[src/rtl/lkvc_pkg.sv]
`default_nettype none
package lkvc_pkg;

  localparam int CAP_W   = 5;
  localparam int KEY_W   = 32;
  localparam int VALUE_W = 32;

  localparam logic [CAP_W-1:0]          CAP_RESET  = 5'd16;
  localparam logic signed [VALUE_W-1:0] MISS_VALUE = -32'sd1;

  localparam logic REQ_GET = 1'b0;
  localparam logic REQ_PUT = 1'b1;

  typedef struct packed {
    logic                      req_type;
    logic signed [KEY_W-1:0]   lookup_key;
    logic signed [VALUE_W-1:0] write_value;
  } req_t;

  typedef struct packed {
    logic                      found;
    logic signed [VALUE_W-1:0] read_value;
  } rsp_t;

  typedef enum logic [1:0] {
    ST_IDLE,
    ST_MATCH,
    ST_UPDATE,
    ST_RESP
  } state_t;

  typedef struct packed {
    logic load_req;
    logic match;
    logic update;
    logic load_out;
  } cmd_t;

endpackage
`default_nettype wire

[src/rtl/lru_key_value_cache_core.sv]
`default_nettype none
// Fully associative key-value cache with true LRU replacement over ENTRIES entries.
// Each request yields one result: found, and the value on a get hit (-1 on a get miss,
// 0 for any put). Steps per item: accept, key compare across all entries, rank and
// storage update with the value RAM read, then result load; compare result and RAM
// read are registered. The next item is taken once the previous result sits in the
// output register. No clearing pass after reset. capacity_in_use (cfg_data) is
// saturated to 1..ENTRIES; the user must write it only while idle, unenforced here.
module lru_key_value_cache_core #(
  parameter int ENTRIES = 16
) (
  input  logic                       clk,
  input  logic                       rst_n,
  input  logic                       in_valid,
  output logic                       in_ready,
  input  lkvc_pkg::req_t             in_data,
  output logic                       out_valid,
  input  logic                       out_ready,
  output lkvc_pkg::rsp_t             out_data,
  input  logic                       cfg_valid,
  output logic                       cfg_ready,
  input  logic [lkvc_pkg::CAP_W-1:0] cfg_data
);

  import lkvc_pkg::*;

  cmd_t cmd;

  assign cfg_ready = 1'b1;

  lkvc_ctrl u_ctrl (
    .clk      (clk),
    .rst_n    (rst_n),
    .in_valid (in_valid),
    .in_ready (in_ready),
    .out_valid(out_valid),
    .out_ready(out_ready),
    .cmd      (cmd)
  );

  lkvc_datapath #(
    .ENTRIES(ENTRIES)
  ) u_datapath (
    .clk     (clk),
    .rst_n   (rst_n),
    .cmd     (cmd),
    .in_data (in_data),
    .cfg_we  (cfg_valid & cfg_ready),
    .cfg_data(cfg_data),
    .out_data(out_data)
  );

endmodule
`default_nettype wire

[src/rtl/lkvc_ram.sv]
`default_nettype none
module lkvc_ram #(
  parameter int WIDTH = 32,
  parameter int DEPTH = 16
) (
  input  logic                                  clk,
  input  logic                                  we,
  input  logic [((DEPTH > 1) ? $clog2(DEPTH) : 1)-1:0] waddr,
  input  logic [WIDTH-1:0]                      wdata,
  input  logic                                  re,
  input  logic [((DEPTH > 1) ? $clog2(DEPTH) : 1)-1:0] raddr,
  output logic [WIDTH-1:0]                      rdata
);

  logic [WIDTH-1:0] mem_r [DEPTH];

  always_ff @(posedge clk) begin
    if (we) begin
      mem_r[waddr] <= wdata;
    end
    if (re) begin
      rdata <= mem_r[raddr];
    end
  end

endmodule
`default_nettype wire

[src/rtl/lkvc_ctrl.sv]
`default_nettype none
module lkvc_ctrl (
  input  logic           clk,
  input  logic           rst_n,
  input  logic           in_valid,
  output logic           in_ready,
  output logic           out_valid,
  input  logic           out_ready,
  output lkvc_pkg::cmd_t cmd
);

  import lkvc_pkg::*;

  state_t state_r, state_nxt;
  logic   out_valid_r, out_valid_nxt;

  always_comb begin
    state_nxt = state_r;
    case (state_r)
      ST_IDLE: begin
        if (in_valid) begin
          state_nxt = ST_MATCH;
        end
      end
      ST_MATCH:  state_nxt = ST_UPDATE;
      ST_UPDATE: state_nxt = ST_RESP;
      ST_RESP: begin
        if (!out_valid_r || out_ready) begin
          state_nxt = ST_IDLE;
        end
      end
      default: state_nxt = ST_IDLE;
    endcase
  end

  always_comb begin
    in_ready     = 1'b0;
    cmd          = '0;
    case (state_r)
      ST_IDLE: begin
        in_ready     = 1'b1;
        cmd.load_req = in_valid;
      end
      ST_MATCH:  cmd.match  = 1'b1;
      ST_UPDATE: cmd.update = 1'b1;
      ST_RESP:   cmd.load_out = !out_valid_r || out_ready;
      default: begin
        in_ready = 1'b0;
      end
    endcase
    out_valid_nxt = cmd.load_out | (out_valid_r & ~out_ready);
  end

  always_ff @(posedge clk) begin
    if (!rst_n) begin
      state_r     <= ST_IDLE;
      out_valid_r <= 1'b0;
    end else begin
      state_r     <= state_nxt;
      out_valid_r <= out_valid_nxt;
    end
  end

  assign out_valid = out_valid_r;

endmodule
`default_nettype wire

[src/rtl/lkvc_datapath.sv]
`default_nettype none
module lkvc_datapath #(
  parameter int ENTRIES = 16
) (
  input  logic                          clk,
  input  logic                          rst_n,
  input  lkvc_pkg::cmd_t                cmd,
  input  lkvc_pkg::req_t                in_data,
  input  logic                          cfg_we,
  input  logic [lkvc_pkg::CAP_W-1:0]    cfg_data,
  output lkvc_pkg::rsp_t                out_data
);

  import lkvc_pkg::*;

  localparam int IDX_W = (ENTRIES > 1) ? $clog2(ENTRIES) : 1;
  localparam int OCC_W = $clog2(ENTRIES + 1);
  localparam int CMP_W = (OCC_W > CAP_W) ? OCC_W : CAP_W;

  logic signed [KEY_W-1:0] key_r [ENTRIES];
  logic [IDX_W-1:0]        rank_r [ENTRIES];
  logic [IDX_W-1:0]        rank_nxt [ENTRIES];
  logic [ENTRIES-1:0]      valid;
  logic [ENTRIES-1:0]      hit_vec_r, hit_vec_nxt;
  logic [ENTRIES-1:0]      lru_vec_r, lru_vec_nxt;
  logic [OCC_W-1:0]        occ_r, occ_nxt, occ_last;
  logic [CAP_W-1:0]        cap_r;
  req_t                    req_r;
  logic                    found_r;
  rsp_t                    out_data_r, rsp_nxt;

  logic [CMP_W-1:0]        cap_ext, eff_cap;
  logic                    full, hit, put_miss, evict;
  logic [IDX_W-1:0]        hit_idx, hit_rank, lru_idx, slot;
  logic [VALUE_W-1:0]      ram_rdata;

  assign occ_last = occ_r - OCC_W'(1);

  always_comb begin
    for (int i = 0; i < ENTRIES; i++) begin
      valid[i]       = OCC_W'(i) < occ_r;
      hit_vec_nxt[i] = valid[i] && (key_r[i] == req_r.lookup_key);
      lru_vec_nxt[i] = valid[i] && (OCC_W'(rank_r[i]) == occ_last);
    end
  end

  always_comb begin
    hit_idx  = '0;
    hit_rank = '0;
    lru_idx  = '0;
    for (int i = 0; i < ENTRIES; i++) begin
      if (hit_vec_r[i]) begin
        hit_idx  = hit_idx | IDX_W'(i);
        hit_rank = hit_rank | rank_r[i];
      end
      if (lru_vec_r[i]) begin
        lru_idx = lru_idx | IDX_W'(i);
      end
    end
  end

  always_comb begin
    cap_ext = CMP_W'(cap_r);
    if (cap_ext == '0) begin
      eff_cap = CMP_W'(1);
    end else if (cap_ext > CMP_W'(ENTRIES)) begin
      eff_cap = CMP_W'(ENTRIES);
    end else begin
      eff_cap = cap_ext;
    end
  end

  assign full     = CMP_W'(occ_r) >= eff_cap;
  assign hit      = |hit_vec_r;
  assign put_miss = (req_r.req_type == REQ_PUT) && !hit;
  assign evict    = put_miss && full;
  assign slot     = evict ? lru_idx : occ_r[IDX_W-1:0];
  assign occ_nxt  = occ_r + OCC_W'(put_miss && !evict);

  always_comb begin
    for (int i = 0; i < ENTRIES; i++) begin
      rank_nxt[i] = rank_r[i];
      if (hit) begin
        if (hit_vec_r[i]) begin
          rank_nxt[i] = '0;
        end else if (valid[i] && (rank_r[i] < hit_rank)) begin
          rank_nxt[i] = rank_r[i] + IDX_W'(1);
        end
      end else if (put_miss) begin
        if (IDX_W'(i) == slot) begin
          rank_nxt[i] = '0;
        end else if (valid[i]) begin
          rank_nxt[i] = rank_r[i] + IDX_W'(1);
        end
      end
    end
  end

  always_ff @(posedge clk) begin
    if (!rst_n) begin
      occ_r     <= '0;
      cap_r     <= CAP_RESET;
      hit_vec_r <= '0;
      lru_vec_r <= '0;
      for (int i = 0; i < ENTRIES; i++) begin
        rank_r[i] <= '0;
      end
    end else begin
      if (cfg_we) begin
        cap_r <= cfg_data;
      end
      if (cmd.match) begin
        hit_vec_r <= hit_vec_nxt;
        lru_vec_r <= lru_vec_nxt;
      end
      if (cmd.update) begin
        occ_r <= occ_nxt;
        for (int i = 0; i < ENTRIES; i++) begin
          rank_r[i] <= rank_nxt[i];
        end
      end
    end
  end

  always_ff @(posedge clk) begin
    if (cmd.load_req) begin
      req_r <= in_data;
    end
    if (cmd.update) begin
      found_r <= hit;
    end
    for (int i = 0; i < ENTRIES; i++) begin
      if (cmd.update && put_miss && (slot == IDX_W'(i))) begin
        key_r[i] <= req_r.lookup_key;
      end
    end
    if (cmd.load_out) begin
      out_data_r <= rsp_nxt;
    end
  end

  lkvc_ram #(
    .WIDTH(VALUE_W),
    .DEPTH(ENTRIES)
  ) u_value_ram (
    .clk  (clk),
    .we   (cmd.update && (req_r.req_type == REQ_PUT)),
    .waddr(hit ? hit_idx : slot),
    .wdata(req_r.write_value),
    .re   (cmd.update),
    .raddr(hit_idx),
    .rdata(ram_rdata)
  );

  always_comb begin
    rsp_nxt.found = found_r;
    if (req_r.req_type == REQ_PUT) begin
      rsp_nxt.read_value = '0;
    end else if (found_r) begin
      rsp_nxt.read_value = ram_rdata;
    end else begin
      rsp_nxt.read_value = MISS_VALUE;
    end
  end

  assign out_data = out_data_r;

`ifndef SYNTHESIS
  a_occ_bound: assert property (@(posedge clk) disable iff (!rst_n)
    occ_r <= OCC_W'(ENTRIES))
    else $error("occupancy beyond entry count");

  a_occ_step: assert property (@(posedge clk) disable iff (!rst_n)
    $past(rst_n) |-> (occ_r == $past(occ_r)) || (occ_r == $past(occ_r) + OCC_W'(1)))
    else $error("occupancy moved by more than one");

  a_hit_unique: assert property (@(posedge clk) disable iff (!rst_n)
    cmd.match |=> $onehot0(hit_vec_r))
    else $error("key present in more than one entry");

  a_lru_found: assert property (@(posedge clk) disable iff (!rst_n)
    cmd.match |=> ((occ_r == '0) ? (lru_vec_r == '0) : $onehot(lru_vec_r)))
    else $error("recency ranks are not a permutation");
`endif

endmodule
`default_nettype wire
[config.mk]
export PLATFORM = sky130hd
export DESIGN_NAME = lru_key_value_cache_core
export DESIGN_NICKNAME = d
export VERILOG_FILES = /design/src/rtl/lkvc_pkg.sv /design/src/rtl/lru_key_value_cache_core.sv /design/src/rtl/lkvc_ram.sv /design/src/rtl/lkvc_ctrl.sv /design/src/rtl/lkvc_datapath.sv
export SDC_FILE = /design/constraint.sdc
export NUM_CORES = 2
export LEC_CHECK = 0
export BUFFER_PORTS_ARGS = -buffer_cell sky130_fd_sc_hd__buf_4
export CORE_UTILIZATION = 42
export DETAILED_ROUTE_END_ITERATION = 10
export SLEW_MARGIN = 20
export SYNTH_ARGS = -nofsm -noshare
export SYNTH_HDL_FRONTEND = slang
export SYNTH_SLANG_ARGS = --single-unit
[constraint.sdc]
create_clock -name clk -period 6.2 [get_ports clk]
set_clock_uncertainty 0.05 [all_clocks]
set_input_delay 0.62 -clock clk [delete_from_list [all_inputs] [get_ports clk]]
set_output_delay 0.62 -clock clk [all_outputs]
set_load 0.1 [all_outputs]
==> results.json <==
{
  "status": "finished, final reports clean",
  "required_ps": 6550,
  "peakVddDrop_uv": 277,
  "power.share.combinational": 0.150,
  "min_period_over_period": 0.747,
  "cp-end-kind": "register",
  "grt_pass1_vias": 31200,
  "drtAntennaViolNets": 0,
  "cap_viol_max_count": 0,
  "rsz0062_at_grt": "no",
  "die_area_mm2": 0.131,
  "yosysUniqueCellTypes": 74,
  "yosysSeqAreaShare": 0.691,
  "postSynthCellCount": 3904,
  "synthToLayoutAreaGrowth_pct": 14.8,
  "hpwl_um": 85600,
  "synth_top_family_by_area": "simple AND/OR/NAND/NOR gates",
  "worst_path_max_delay_cell": "nor3_2",
  "wirelength_um": 145000,
  "timing.rr.start": "u_datapath.occ_r[2]",
  "hp-start": "in_data[2]",
  "final_nets": 4264,
  "switching_power_mw": 6.12,
  "critPathTopFamily": "compound AO/OA/AOI/OAI gates",
  "cts_tree": "built",
  "die_x_um": 361,
  "portBuffers": 109,
  "design.core.area_mm2": 0.128,
  "ys.flop_type": "edfxtp_1",
  "n_antenna_cell": 0,
  "start_kind": "register",
  "avgSynthCellArea_um2": 13.9,
  "grt_max_degree": 193,
  "synth_xor_area_frac": 0.0962,
  "synthSimpleGateAreaFrac": 0.105,
  "synth-async-reset-ratio": 0,
  "cts_setup_buffers": 0,
  "power.internal_mw": 15.6,
  "cts_buffers": 134,
  "routed_via_density": 5.55,
  "slowest_delay_ps": 890,
  "ios": 111,
  "p_seq_frac": 0.495,
  "r2r_end": "u_datapath.u_value_ram.mem_r[0][8]",
  "dr.pass1.iters": 5,
  "overflow": 0,
  "core.rowCount": 131,
  "r2r_cells": 8,
  "cp_cell_sequence": "ha_1 -> nand2_1 -> o21a_1 -> o21ai_1 -> mux2_2 -> a21o_1 -> nor3_2 -> buf_4",
  "tightest_slew_ps": 1170,
  "synthAdderAreaFrac": 0.0178,
  "hold_viol": 0,
  "vias": 32600,
  "synth_compound_area_frac": 0.0393,
  "fmaxAchievable_ghz": 0.216,
  "initial_core_util": 0.425,
  "clk_pin_slew_ps": 60,
  "regArea_mm2": 0.0375,
  "grt_pass1_wl_um": 211000,
  "whs_path_depth": 1,
  "gp_congestion": 0.964,
  "initialDrtViolationCount": 3500,
  "relSlewSlack": 0.220,
  "maxSlewViolCount": 0,
  "grt_util_all_layers": 0.220,
  "post_synth_mux_area_share": 0.0291,
  "path_class": "register to register",
  "synth_enable_flop_cells": 1219,
  "fillCellCount": 10900,
  "switching_share": 0.281,
  "hp-class": "input port to register",
  "power.clock.fraction": 0.355,
  "power.density_mw_per_mm2": 349,
  "hold_buffers": 63,
  "fin_tns_setup_ps": 0,
  "syn-num-nets": 4056,
  "multi_input_area_mm2": 0.0159,
  "fin_crit_ps": 4630,
  "critPathBufInv": 1,
  "crit_path_max_fanout": 23,
  "clockBufferDepth": 3,
  "antenna_found_initial": 7,
  "cts_num_sinks": 1263,
  "cts_resized": 0,
  "drc": 0,
  "htreeDepth": 4,
  "insertion_delay_ps": 760,
  "leakage_nw": 20.8,
  "syn-cell-area_mm2": 0.0543,
  "ys_seq_elements": 1263,
  "routedWlPerCell_um": 24.6,
  "layout-drive-gt1-share": 0.112,
  "cts-root-buf": "clkbuf_16",
  "die_h_um": 361,
  "ys_warn_count": 0,
  "arrival_ps": 4980,
  "setup-violations-final": 0,
  "fin_ws_ps": 1570,
  "holdPathEnd": "u_datapath.req_r[2]",
  "pre_cts_slack_ps": 1620,
  "rrSetupSlack_ps": 1570
}
## registers in the layout (all words and copies together), names as in the netlist
register / flops
u_datapath.lru_vec_r: 15
u_datapath.key_r: 512
u_ctrl.out_valid: 1
u_datapath.req_r: 65
u_datapath.found_r: 1
u_datapath.u_value_ram.rdata: 32
u_datapath.occ_r: 5
u_datapath.u_value_ram.mem_r: 512
u_datapath.cap_ext: 5
u_datapath.out_data: 33
u_datapath.hit_vec_r: 16
u_ctrl.state_r: 2
u_datapath.rank_r: 64
## cell usage in the layout, fill, tap and decap left out, drive strengths merged, types with 6 or more instances in the layout
master | netlist | routed
a22oi | 17 | 17
a211oi | 18 | 18
nor2 | 161 | 161
nor3 | 65 | 65
o211a | 7 | 7
buf | 57 | 227
a21oi | 76 | 76
ha | 77 | 77
mux2 | 8 | 8
nand3 | 184 | 184
and2 | 10 | 10
nand2 | 533 | 533
bufinv | 0 | 6
clkbuf | 161 | 177
edfxtp | 1219 | 1219
o2111ai | 6 | 6
and3 | 8 | 8
o211ai | 74 | 74
mux2i | 149 | 149
a22o | 8 | 8
nor4 | 114 | 114
a2111o | 6 | 6
dfxtp | 44 | 44
o21ai | 11 | 11
xor2 | 368 | 368
o31ai | 13 | 13
dlygate4sd3 | 0 | 63
a221oi | 10 | 10
nor2b | 6 | 6
inv | 73 | 78
xnor2 | 227 | 227
clkinv | 2 | 54
or3 | 9 | 9
a311oi | 9 | 9
o21a | 11 | 11
nand4 | 115 | 115
## through the flow
stage                     instance area (um^2)  hold slack, ps   util  cells  total power [mW]
final                                    62300            53.2  0.487   5880              21.8
after global routing                     62300            7.77  0.487   5880              22.5
after CTS                                62300            9.55  0.487   5880              21.9
after detailed placement                 57400             428  0.449   5575              14.2
after global placement                   57400             409  0.449   5575              14.1
after floorplan                          54300             396      -   3904              12.8
## power groups by stage
stage,logic (mW),clock network [mW],registers (mW)
2_1_floorplan,1.77,0,11.0
3_3_place_gp,3.20,0,10.9
3_5_place_dp,3.23,0,11.0
4_1_cts,3.28,7.88,10.8
5_1_grt,3.50,8.18,10.8
6_report,3.26,7.72,10.8
## worst reg2reg max path: cells and delay by family, from the launching register on
kind	cells	cell delay, ps
buffers and inverters	1	580
AO/OA/AOI/OAI	3	1120
flip-flops	1	840
adder cells (fa/ha/maj)	1	280
multiplexers	1	430
AND/OR/NAND/NOR	2	960
## logic make-up after synthesis
logic type | Yosys count
xor gates and xnor gates | 595
other | 1
and+or+nand+nor | 1223
buffers and inverters | 293
AOI/OAI and AO/OA | 295
adders and majority gates | 77
DFF | 1263
muxes | 157
## layout make-up
class                   instances  share of cell area
inverters                      75             0.00452
well taps                    1662              0.0334
multi-input cells            2348               0.254
flip-flops and latches       1263               0.601
clock buffers                 177              0.0582
clock inverters                65             0.00978
repair buffers                290              0.0383
## worst max path at each step
stage                              startpoint                                  end  slack [ps]  cells after the start
after CTS                 u_datapath.occ_r[2]  u_datapath.u_value_ram.mem_r[0][31]        1510                      8
final                     u_datapath.occ_r[2]   u_datapath.u_value_ram.mem_r[0][8]        1570                      8
after floorplan             u_ctrl.state_r[0]  u_datapath.u_value_ram.mem_r[11][0]         840                      9
after detailed placement  u_datapath.occ_r[2]   u_datapath.u_value_ram.mem_r[0][6]        1620                      8
after global routing      u_datapath.occ_r[2]  u_datapath.u_value_ram.mem_r[0][25]        1340                      8
after global placement    u_datapath.occ_r[2]   u_datapath.u_value_ram.mem_r[0][6]        1690                      8
## cell usage after synthesis (5+ instances only)
library cell | count | area [um^2]
a2111o_1 | 6 | 67.6
a211oi_1 | 16 | 120
a21oi_1 | 76 | 380
a221oi_1 | 10 | 87.6
a22o_1 | 8 | 70.1
a22oi_1 | 17 | 128
a311oi_1 | 9 | 78.8
and2_1 | 10 | 62.6
and3_1 | 8 | 50.1
and4_1 | 5 | 43.8
buf_1 | 21 | 78.8
buf_2 | 31 | 155
clkbuf_1 | 161 | 604
dfxtp_1 | 44 | 881
edfxtp_1 | 1219 | 36600
ha_1 | 77 | 963
inv_1 | 72 | 270
mux2_2 | 5 | 56.3
mux2i_1 | 149 | 1490
nand2_1 | 533 | 2000
nand3_1 | 182 | 911
nand4_1 | 115 | 719
nor2_1 | 160 | 601
nor2b_1 | 6 | 37.5
nor3_1 | 65 | 325
nor4_1 | 110 | 688
o2111ai_1 | 6 | 52.6
o211a_1 | 7 | 70.1
o211ai_1 | 73 | 548
o21a_1 | 11 | 82.6
o21ai_0 | 6 | 30.0
o22ai_1 | 5 | 31.3
o31ai_1 | 13 | 97.6
or3_1 | 9 | 56.3
xnor2_1 | 226 | 1980
xor2_1 | 368 | 3220
## layer usage
| metal | GRT usage | vias up | share of wire |
|---|---|---|---|
| met3 | 0.0373 | 205 | 0.066 |
| met4 | 0.0649 | 4 | 0.025 |
| li1 | - | 14800 | - |
| met5 | 0 | - | 0.00019 |
| met1 | 0.322 | 16500 | 0.46 |
| met2 | 0.335 | 1131 | 0.45 |
Power figures use the tool's default switching activity.
